## src/rtl/c2v_pkg.sv

```systemverilog
`default_nettype none

package c2v_pkg;

    localparam int PIX_W     = 8;
    localparam int COEF_W    = 16;
    localparam int TAPS      = 3;
    localparam int PROD_W    = 24;
    localparam int COLSUM_W  = 26;
    localparam int SUM_W     = 28;
    localparam int POS_W     = 10;
    localparam int DIM_W     = 11;
    localparam int CFG_W     = 48;
    localparam int IDX_W     = 3;
    localparam int LINE_W    = 2 * PIX_W;
    localparam int IN_DATA_W  = 8;
    localparam int OUT_DATA_W = 48;

    localparam int DEF_MAX_WIDTH  = 1024;
    localparam int DEF_MAX_HEIGHT = 1024;

    localparam logic [DIM_W-1:0] DIM_RESET  = 11'd5;
    localparam logic [CFG_W-1:0] COEF_RESET = 48'h0100_0000_FF00;

    localparam logic [IDX_W-1:0] REG_IMAGE_WIDTH  = 3'd0;
    localparam logic [IDX_W-1:0] REG_IMAGE_HEIGHT = 3'd1;
    localparam logic [IDX_W-1:0] REG_COEF_ROW0    = 3'd2;
    localparam logic [IDX_W-1:0] REG_COEF_ROW1    = 3'd3;
    localparam logic [IDX_W-1:0] REG_COEF_ROW2    = 3'd4;

    typedef logic [PIX_W-1:0]               pix_t;
    typedef logic [TAPS-1:0][PIX_W-1:0]     pix_col_t;
    typedef logic [TAPS-1:0][COEF_W-1:0]    coef_col_t;
    typedef logic signed [PROD_W-1:0]       prod_t;
    typedef logic signed [COLSUM_W-1:0]     colsum_t;
    typedef logic signed [SUM_W-1:0]        sum_t;

    // enables for the window column cells, one per pipeline step
    typedef struct packed {
        logic shift;
        logic mult;
        logic sum;
    } cell_ctrl_t;

endpackage

`default_nettype wire

```

## src/rtl/c2v_cell.sv

```systemverilog
`default_nettype none

module c2v_cell (
    input  logic                  clk,
    input  c2v_pkg::cell_ctrl_t   ctrl,
    input  c2v_pkg::pix_col_t     col_in,
    input  c2v_pkg::coef_col_t    coef_in,
    input  c2v_pkg::sum_t         psum_in,
    output c2v_pkg::pix_col_t     col_out,
    output c2v_pkg::sum_t         psum_out
);

    import c2v_pkg::*;

    pix_col_t col_reg;
    prod_t    prod_reg [TAPS];
    colsum_t  colsum_reg;

    always_ff @(posedge clk)
    begin
        if (ctrl.shift)
        begin
            col_reg <= col_in;
        end
        if (ctrl.mult)
        begin
            for (int i = 0; i < TAPS; i++)
            begin
                // unsigned pixel times signed coefficient
                prod_reg[i] <= PROD_W'($signed({1'b0, col_reg[i]}) * $signed(coef_in[i]));
            end
        end
        if (ctrl.sum)
        begin
            colsum_reg <= COLSUM_W'(prod_reg[0]) + COLSUM_W'(prod_reg[1])
                        + COLSUM_W'(prod_reg[2]);
        end
    end

    assign col_out  = col_reg;
    assign psum_out = psum_in + SUM_W'(colsum_reg);

endmodule

`default_nettype wire

```

## config.mk

```make
export PLATFORM = sky130hd
export DESIGN_NAME = c2v_cell
export DESIGN_NICKNAME = d
export VERILOG_FILES = /design/src/rtl/c2v_pkg.sv /design/src/rtl/c2v_cell.sv
export SDC_FILE = /design/constraint.sdc
export NUM_CORES = 1
export LEC_CHECK = 0
export ABC_CLOCK_PERIOD_IN_PS = 6200
export BUFFER_PORTS_ARGS = -buffer_cell sky130_fd_sc_hd__buf_2
export CAP_MARGIN = 20
export CORE_MARGIN = 5
export CORE_UTILIZATION = 30
export DETAILED_ROUTE_END_ITERATION = 8
export PLACE_DENSITY = 0.5
export SYNTH_ARGS = -nofsm -noshare
export SYNTH_HDL_FRONTEND = slang
export SYNTH_SLANG_ARGS = --single-unit
export TNS_END_PERCENT = 5
```

## constraint.sdc

```tcl
create_clock -name clk -period 6.2 [get_ports clk]
set_input_delay 0 -clock clk [delete_from_list [all_inputs] [get_ports clk]]
set_output_delay 0 -clock clk [all_outputs]
set_load 0.01 [all_outputs]
```

After elaboration in Yosys (flattened, before gate mapping)
Memories as Yosys holds them, arrays and structs flattened.
Index checks and enable logic that the tools add are counted.
{"block": "totals", "n_memories": 1, "ff_bits": 50, "ramBits": 72, "rom_bits": 0, "input_bits": 104, "latchBits": 0}
{"name": "prod_reg", "words": 3, "width": 24, "rd": 3, "rd_clocked_by_memory_dff": 0, "wr": 3, "line": "c2v_cell.sv:16", "rtl": "prod_t prod_reg [TAPS];"}
{"block": "classes", "shift": 0, "eq_ne": 0, "n_addsub": 3, "n_lt_le_gt_ge": 0, "n_mux": 2, "n_div": 0, "n_bitwise": 0, "n_reduce_logical": 0, "multipliers": 3}
{"operator": "multiplier 9 x 16 -> 24 bit", "n": 3}
{"operator": "adder 28 x 26 -> 28 bit", "n": 1}
{"operator": "adder 25 x 24 -> 26 bit", "n": 1}
{"operator": "adder 24 x 24 -> 25 bit", "n": 1}
{"operator": "2-to-1 mux 1 bit", "n": 2}

Longest topological paths before layout
Gate-level depths: netlist of run 1.
{"block": "depth", "ltp_word": 2, "ltp_mapped": 20, "ltp_nobuf": 19}

Least setup slack after synthesis of run 1
Ideal clock, no wire load.
{"block": "synth_path", "kind": "register to register", "start": "register col_reg, in the netlist col_out[17]", "end": "memory prod_reg[0][71] (netlist bit), data pin", "period_less_slack_ns": 4.883, "path_slack_ns": 1.317, "setup_time_ns": 0.261, "path_stages_with_launch": 19, "arrival_ns": 4.623, "path_cell_list": "edfxtp_1 > clkbuf_1 > nand2_1 > fa_1 > inv_1 > fa_1 > fa_1 > inv_1 > fa_1 > inv_1 > ha_1 > a21o_1 > a21o_1 > a21oi_1 > and3_1 > a21oi_1 > and4_1 > a211oi_2 > xnor2_1"}
{"item": "from (decl)", "line": "c2v_cell.sv:15", "rtl": "pix_col_t col_reg;"}
{"item": "from (signal assigned)", "line": "c2v_cell.sv:23", "rtl": "col_reg <= col_in;"}
{"item": "to (decl)", "line": "c2v_cell.sv:16"}

==> impl_metrics.py, run 1 <==
metrics = {
    "outcome": {
        "outcome": "completed",
    },
    "cells_and_area": {
        "antennaDiodeCount": 0,
        "fin_nets": 2880,
        "drive_gt1_frac": 0.0898,
        "fin_cells": 3135,
        "syn_to_final_growth_pct": 13.0,
        "largest_register_ffs": 72,
    },
    "logic_synthesis": {
        "syn_avg_cell_area_um2": 9.56,
        "synth-async-reset-ratio": 0,
        "netlist_instances": 2092,
        "ys_types": 54,
        "syn-cell-area_mm2": 0.0200,
        "synth_warnings": 0,
        "synth_area_leaders": "fa_1 (33%), edfxtp_1 (18%), ha_1 (12%), inv_1 (8.6%), and2_1 (5.7%)",
        "ys_seq_area_frac": 0.183,
        "synthFlopType": "edfxtp_1",
        "synth_nets": 2714,
        "synth_top_cells_by_count": "inv_1 (458), fa_1 (326), nand2_1 (247)",
        "synth_edf_count": 122,
        "synth.largest_area_cell": "fa_1",
        "synth_most_common_cell": "inv_1",
        "synth_top_area_frac": 0.326,
        "ys_ff_latch": 122,
    },
    "route": {
        "drtAntennaViolNets": 0,
        "drc_errors": 0,
        "drtPass1Iterations": 5,
        "wl_per_cell_um": 15.1,
        "wirelength_um": 47500,
        "via_per_inst": 4.57,
        "vias": 14300,
        "drtIter0Drc": 686,
    },
    "global_routing": {
        "met1_usage": 0.186,
        "top_usage_layer": "met2",
        "grt_max_degree": 73,
        "gr-usage-met2": 0.233,
        "antenna_found_initial": 0,
        "grt_pass1_vias": 15300,
        "grt_util_met3": 0.0227,
        "grt_pass1_wl_um": 78900,
        "globalRouteOverflowTotal": 0,
        "grtUsageTotal": 0.137,
    },
    "clock_network": {
        "clk_pin_slew_ps": 70,
        "cts_resized": 0,
        "root_buffer": "clkbuf_16",
        "clkSinkCount": 122,
        "h-tree-depth": 4,
        "clock_path_buffers": 2,
        "cts_tree": "done",
        "clk_latency_ps": 470,
        "cts_buffers": 17,
    },
    "timing": {
        "rsz0062_at_grt": "no",
        "worst_slack_ps": 1030,
        "whs_ps": 56.7,
        "fmax_mhz": 194,
        "slew_violations": 0,
        "hold_viol": 0,
        "period_share": 0.833,
        "relSlewSlack": 0.364,
        "setup_violations": 0,
        "setup_tns_ps": 0,
        "fin_skew_ps": 13.3,
        "worst_pin_slew_ps": 954,
        "period_minus_slack_ps": 5170,
    },
    "worst_hold_path": {
        "hold_class": "input pin to flop",
    },
    "place": {
        "portBuffers": 155,
        "post-dp-hpwl_um": 39000,
        "dp_slack_ps": 1000,
        "placed_cells": 3077,
        "globalplace.congestion": 0.807,
    },
    "power": {
        "ir_worst_vdd_mv": 0.364,
        "power.density_mw_per_mm2": 597,
        "leakage_nw": 11.1,
    },
    "floorplanning": {
        "boundaryPins": 156,
        "core_mm2": 0.0660,
        "start_util": 0.303,
        "die_x_um": 268,
        "fp.dieH_um": 268,
        "dieArea_mm2": 0.0719,
        "fp-row-count": 94,
    },
    "setup_path": {
        "arrival_ps": 5390,
        "worst_setup_path_end_kind": "flop",
        "cpMostUsedCell": "fa_1",
        "slowest_stage": "edfxtp_1",
        "worstPathRequired_ps": 6420,
        "crit_path_start_kind": "flop",
        "critPathKind": "flop to flop",
        "cp_slowest_stage_delay_ps": 730,
        "cp_max_fo": 17,
        "crit_chain": "nand2_1 -> fa_1 -> inv_1 -> fa_1 -> fa_1 -> inv_1 -> fa_1 -> inv_1 -> ha_1 -> o21a_1 -> o21a_1 -> a41oi_1 -> and3_1 -> a21oi_1 -> and4_1 -> a211oi_2 -> xnor2_1",
    },
    "job": {
        "max_cap_violations": 0,
    },
}
cells in the final DEF, fill, tap and decap left out, types with 17 or more instances in the layout:
cell type,count
dlygate4sd3_1,26
buf_2,155
and2_1,182
xnor2_1,73
a21oi_1,86
ha_1,192
clkbuf_16,17
nor2_1,53
o21ai_0,51
xor2_1,34
a21o_1,50
inv_1,458
edfxtp_1,122
fa_1,326
nand3_1,21
nand2_1,247
timing repair:
item | 4_1_cts | 5_1_grt
hold endpoints to repair | 26 | 0
hold buffers | 26 | 0
setup buffers | 0 | 0
critical path, delay by kind of cell, from the launching register on:
kind	cells	cell delay, ps
AO/OA/AOI/OAI	5	960
XOR/XNOR	1	90
AND/OR/NAND/NOR	3	610
buffers and inverters	3	140
flip-flops	1	730
adder cells (fa/ha/maj)	5	2380
final timing paths:
kind	start	endpoint	slack (ps)	cells past startpoint
setup / recovery	col_out[16]	prod_reg[0][71]	1030	17
hold / removal	ctrl[0]	colsum_reg[7]	60	1
setup reg to reg	col_out[16]	prod_reg[0][71]	1030	17
hold reg to reg	prod_reg[0][1]	colsum_reg[1]	760	2
stage by stage:
step | utilization | power (mW) | instance area [um^2]
2_1_floorplan | - | 9.82 | 20000
3_3_place_gp | 0.329 | 12.4 | 21700
3_5_place_dp | 0.329 | 12.5 | 21700
4_1_cts | 0.342 | 13.7 | 22600
5_1_grt | 0.342 | 15.1 | 22600
6_report | 0.342 | 13.5 | 22600
where the power goes:
part / total, mW / switching [mW] / internal [mW] / leakage (nW)
logic: 10.3 / 5.85 / 4.48 / 9.60
clock network: 1.08 / 0.476 / 0.607 / 0.296
registers: 2.08 / 0.256 / 1.82 / 1.20
total: 13.5 / 6.58 / 6.91 / 11.1
per-layer routing:
| layer | part of all wire | vias to the layer above |
|---|---|---|
| met5 | 0 | - |
| met4 | 0.016 | 0 |
| met3 | 0.035 | 41 |
| met2 | 0.48 | 242 |
| met1 | 0.47 | 7112 |
| li1 | - | 6922 |
cells by family after synthesis:
family	count (synthesis)	share of synthesized area
fa+ha+maj	518	0.446
buf+inv	493	0.0927
flops	122	0.183
xor+xnor	107	0.0469
simple gates	572	0.141
compound gates	280	0.0902
area by class of cell:
type / instances / area (um^2)
fill: 6812 / 43400
multi-input combinational: 1477 / 14500
sequential: 122 / 3660
inverter: 458 / 1720
tap: 864 / 1080
timing repair buffer: 182 / 1040
clock buffer: 17 / 425
clock inverter: 15 / 179
No activity file was read; power rests on OpenSTA's default activity.
==> run 2, diff against run 1 <==
--- a/config.mk
+++ b/config.mk
@@ -5,7 +5,7 @@
 export SDC_FILE = /design/constraint.sdc
 export NUM_CORES = 1
 export LEC_CHECK = 0
-export ABC_CLOCK_PERIOD_IN_PS = 6200
+export ABC_CLOCK_PERIOD_IN_PS = 5000
 export BUFFER_PORTS_ARGS = -buffer_cell sky130_fd_sc_hd__buf_2
 export CAP_MARGIN = 20
 export CORE_MARGIN = 5
==> constraint.sdc (replaced) <==
create_clock -name clk -period 5 [get_ports clk]
set_input_delay 0 -clock clk [delete_from_list [all_inputs] [get_ports clk]]
set_output_delay 0 -clock clk [all_outputs]
set_load 0.01 [all_outputs]
==> run 2 against run 1 <==
Compared with the run above:
- final area increased by 3.0%
- power increased by 26%
- clock skew increased by 3.8 ps
- clock power increased by 19%
==> impl_metrics.py, run 2 (synthesis results as in run 1) <==
metrics = {
    "cells_and_area": {
        "fin_nets": 2959,
        "largest_register_ffs": 72,
        "fillers": 6795,
        "final_common_cell": "inv_1",
        "drive_gt1_frac": 0.124,
        "layout_common_cells": "inv_1 (458), fa_1 (326), nand2_1 (245)",
        "antennaDiodeCount": 0,
        "syn_to_final_growth_pct": 16.4,
        "fin_cells": 3214,
        "postLayoutCellArea_mm2": 0.0233,
    },
    "clock_network": {
        "cts_buffers": 17,
        "h-tree-depth": 4,
        "cts_tree": "done",
        "clock_path_buffers": 2,
        "clk_latency_ps": 460,
        "clkSinkCount": 122,
        "clk_pin_slew_ps": 70,
        "root_buffer": "clkbuf_16",
    },
    "timing": {
        "relSlewSlack": 0.368,
        "period_minus_slack_ps": 4830,
        "whs_ps": 72.3,
        "slew_violations": 0,
        "rsz0062_at_grt": "yes",
        "fmax_mhz": 207,
        "setup_violations": 0,
        "fin_skew_ps": 17.1,
        "worst_pin_slew_ps": 949,
        "period_share": 0.965,
        "worst_slack_ps": 173,
        "hold_viol": 0,
    },
    "global_routing": {
        "grt_pass1_vias": 15800,
        "grtUsageTotal": 0.137,
        "antenna_found_initial": 0,
        "grt_max_degree": 73,
        "globalRouteOverflowTotal": 0,
        "grt_pass1_wl_um": 79900,
    },
    "worst_hold_path": {
        "hp-start": "ctrl[0]",
        "hold_class": "input pin to flop",
        "min_to": "colsum_reg[0]",
        "holdPathStages": 1,
    },
    "place": {
        "placed_cell_area_mm2": 0.0221,
        "placed_cells": 3122,
        "globalplace.congestion": 0.823,
        "dp_slack_ps": 30.1,
        "portBuffers": 155,
        "post-dp-hpwl_um": 40000,
    },
    "route": {
        "wl_per_cell_um": 14.8,
        "wirelength_um": 47500,
        "drtIter0Drc": 585,
        "vias": 14600,
        "drtPass1Iterations": 5,
        "drtAntennaViolNets": 0,
        "drc_errors": 0,
        "via_per_inst": 4.55,
    },
    "power": {
        "clockPowerShare": 0.075,
        "pwr-share-seq": 0.148,
        "leakage_nw": 11.5,
        "p_sw_mw": 8.26,
        "ir_worst_vdd_mv": 0.388,
        "p_total_mw": 17.1,
        "pwr-share-comb": 0.777,
        "switching_share": 0.484,
        "intPower_mw": 8.79,
        "power.density_mw_per_mm2": 733,
    },
    "floorplanning": {
        "boundaryPins": 156,
        "die_x_um": 268,
        "fp.dieH_um": 268,
        "start_util": 0.303,
        "core_mm2": 0.0660,
        "dieArea_mm2": 0.0719,
        "fp-row-count": 94,
    },
    "setup_path": {
        "arrival_ps": 5020,
        "worstPathRequired_ps": 5200,
        "regToRegEndpoint": "prod_reg[0][71]",
        "worst_setup_path_end_kind": "flop",
        "cp_max_fo": 7,
        "reg2reg_slack_ps": 170,
        "r2r_cells": 18,
        "critPathKind": "flop to flop",
        "crit_path_start_kind": "flop",
        "reg2reg_from": "col_out[17]",
    },
    "outcome": {
        "outcome": "completed",
    },
    "job": {
        "max_cap_violations": 0,
    },
}
run 2: per-layer routing:
layer,up-vias,track usage,part of all wire
met1,7239,0.184,0.47
met4,0,0.0285,0.014
met5,-,0,0
met3,42,0.0228,0.037
li1,7082,-,-
met2,249,0.236,0.48
run 2: worst max-delay path: stages, from the launching register on:
cell and delay, ps:
edfxtp_1 510, buf_4 200, nand2_1 70, fa_1 540
inv_1 50, fa_1 490, fa_1 550, inv_1 50
fa_1 470, inv_1 40, ha_1 280, a21o_1 180
a21o_1 170, a21oi_1 170, and3_1 190, a21oi_1 70
and4_1 220, a211oi_2 210, xnor2_1 90
run 2: worst max-delay path by stage:
stage | startpoint | endpoint | slack (ps)
4_1_cts | col_out[17] | prod_reg[0][70] | 5
3_3_place_gp | col_out[9] | prod_reg[0][47] | 120
2_1_floorplan | col_out[17] | prod_reg[0][71] | 120
6_report | col_out[17] | prod_reg[0][71] | 170
3_5_place_dp | col_out[17] | prod_reg[0][70] | 30
5_1_grt | col_out[17] | prod_reg[0][71] | -70
run 2: repair_timing:
| item | in CTS | in global routing |
|---|---|---|
| hold buffers | 27 | 0 |
| setup buffers | 0 | 33 |
| setup endpoints to repair | 0 | 24 |
| endpoints found under the hold margin | 27 | 0 |
| gates resized for setup | 0 | 19 |
run 2: area by class of cell:
| cell class | instances | area [um^2] | area share |
|---|---|---|---|
| Multi-Input combinational cell | 1477 | 14500 | 0.625 |
| Sequential cell | 122 | 3660 | 0.157 |
| Inverter | 458 | 1720 | 0.0739 |
| Timing Repair Buffer | 261 | 1700 | 0.0729 |
| Tap cell | 864 | 1080 | 0.0465 |
| Clock buffer | 19 | 433 | 0.0186 |
| Clock inverter | 13 | 143 | 0.00613 |
run 2: stage by stage:
step	setup TNS, ps	utilization
after CTS	0	0.347
after floorplan	0	-
after global placement	0	0.334
after global routing	-276	0.353
final	0	0.353
after detailed placement	0	0.334
run 2: power by group through the flow:
stage	combinational (mW)	sequential (mW)	clock (mW)
after floorplan	9.73	2.44	0
after global placement	13.0	2.58	0
after detailed placement	13.2	2.59	0
after CTS	13.3	2.57	1.33
after global routing	15.2	2.58	1.36
final	13.2	2.53	1.28
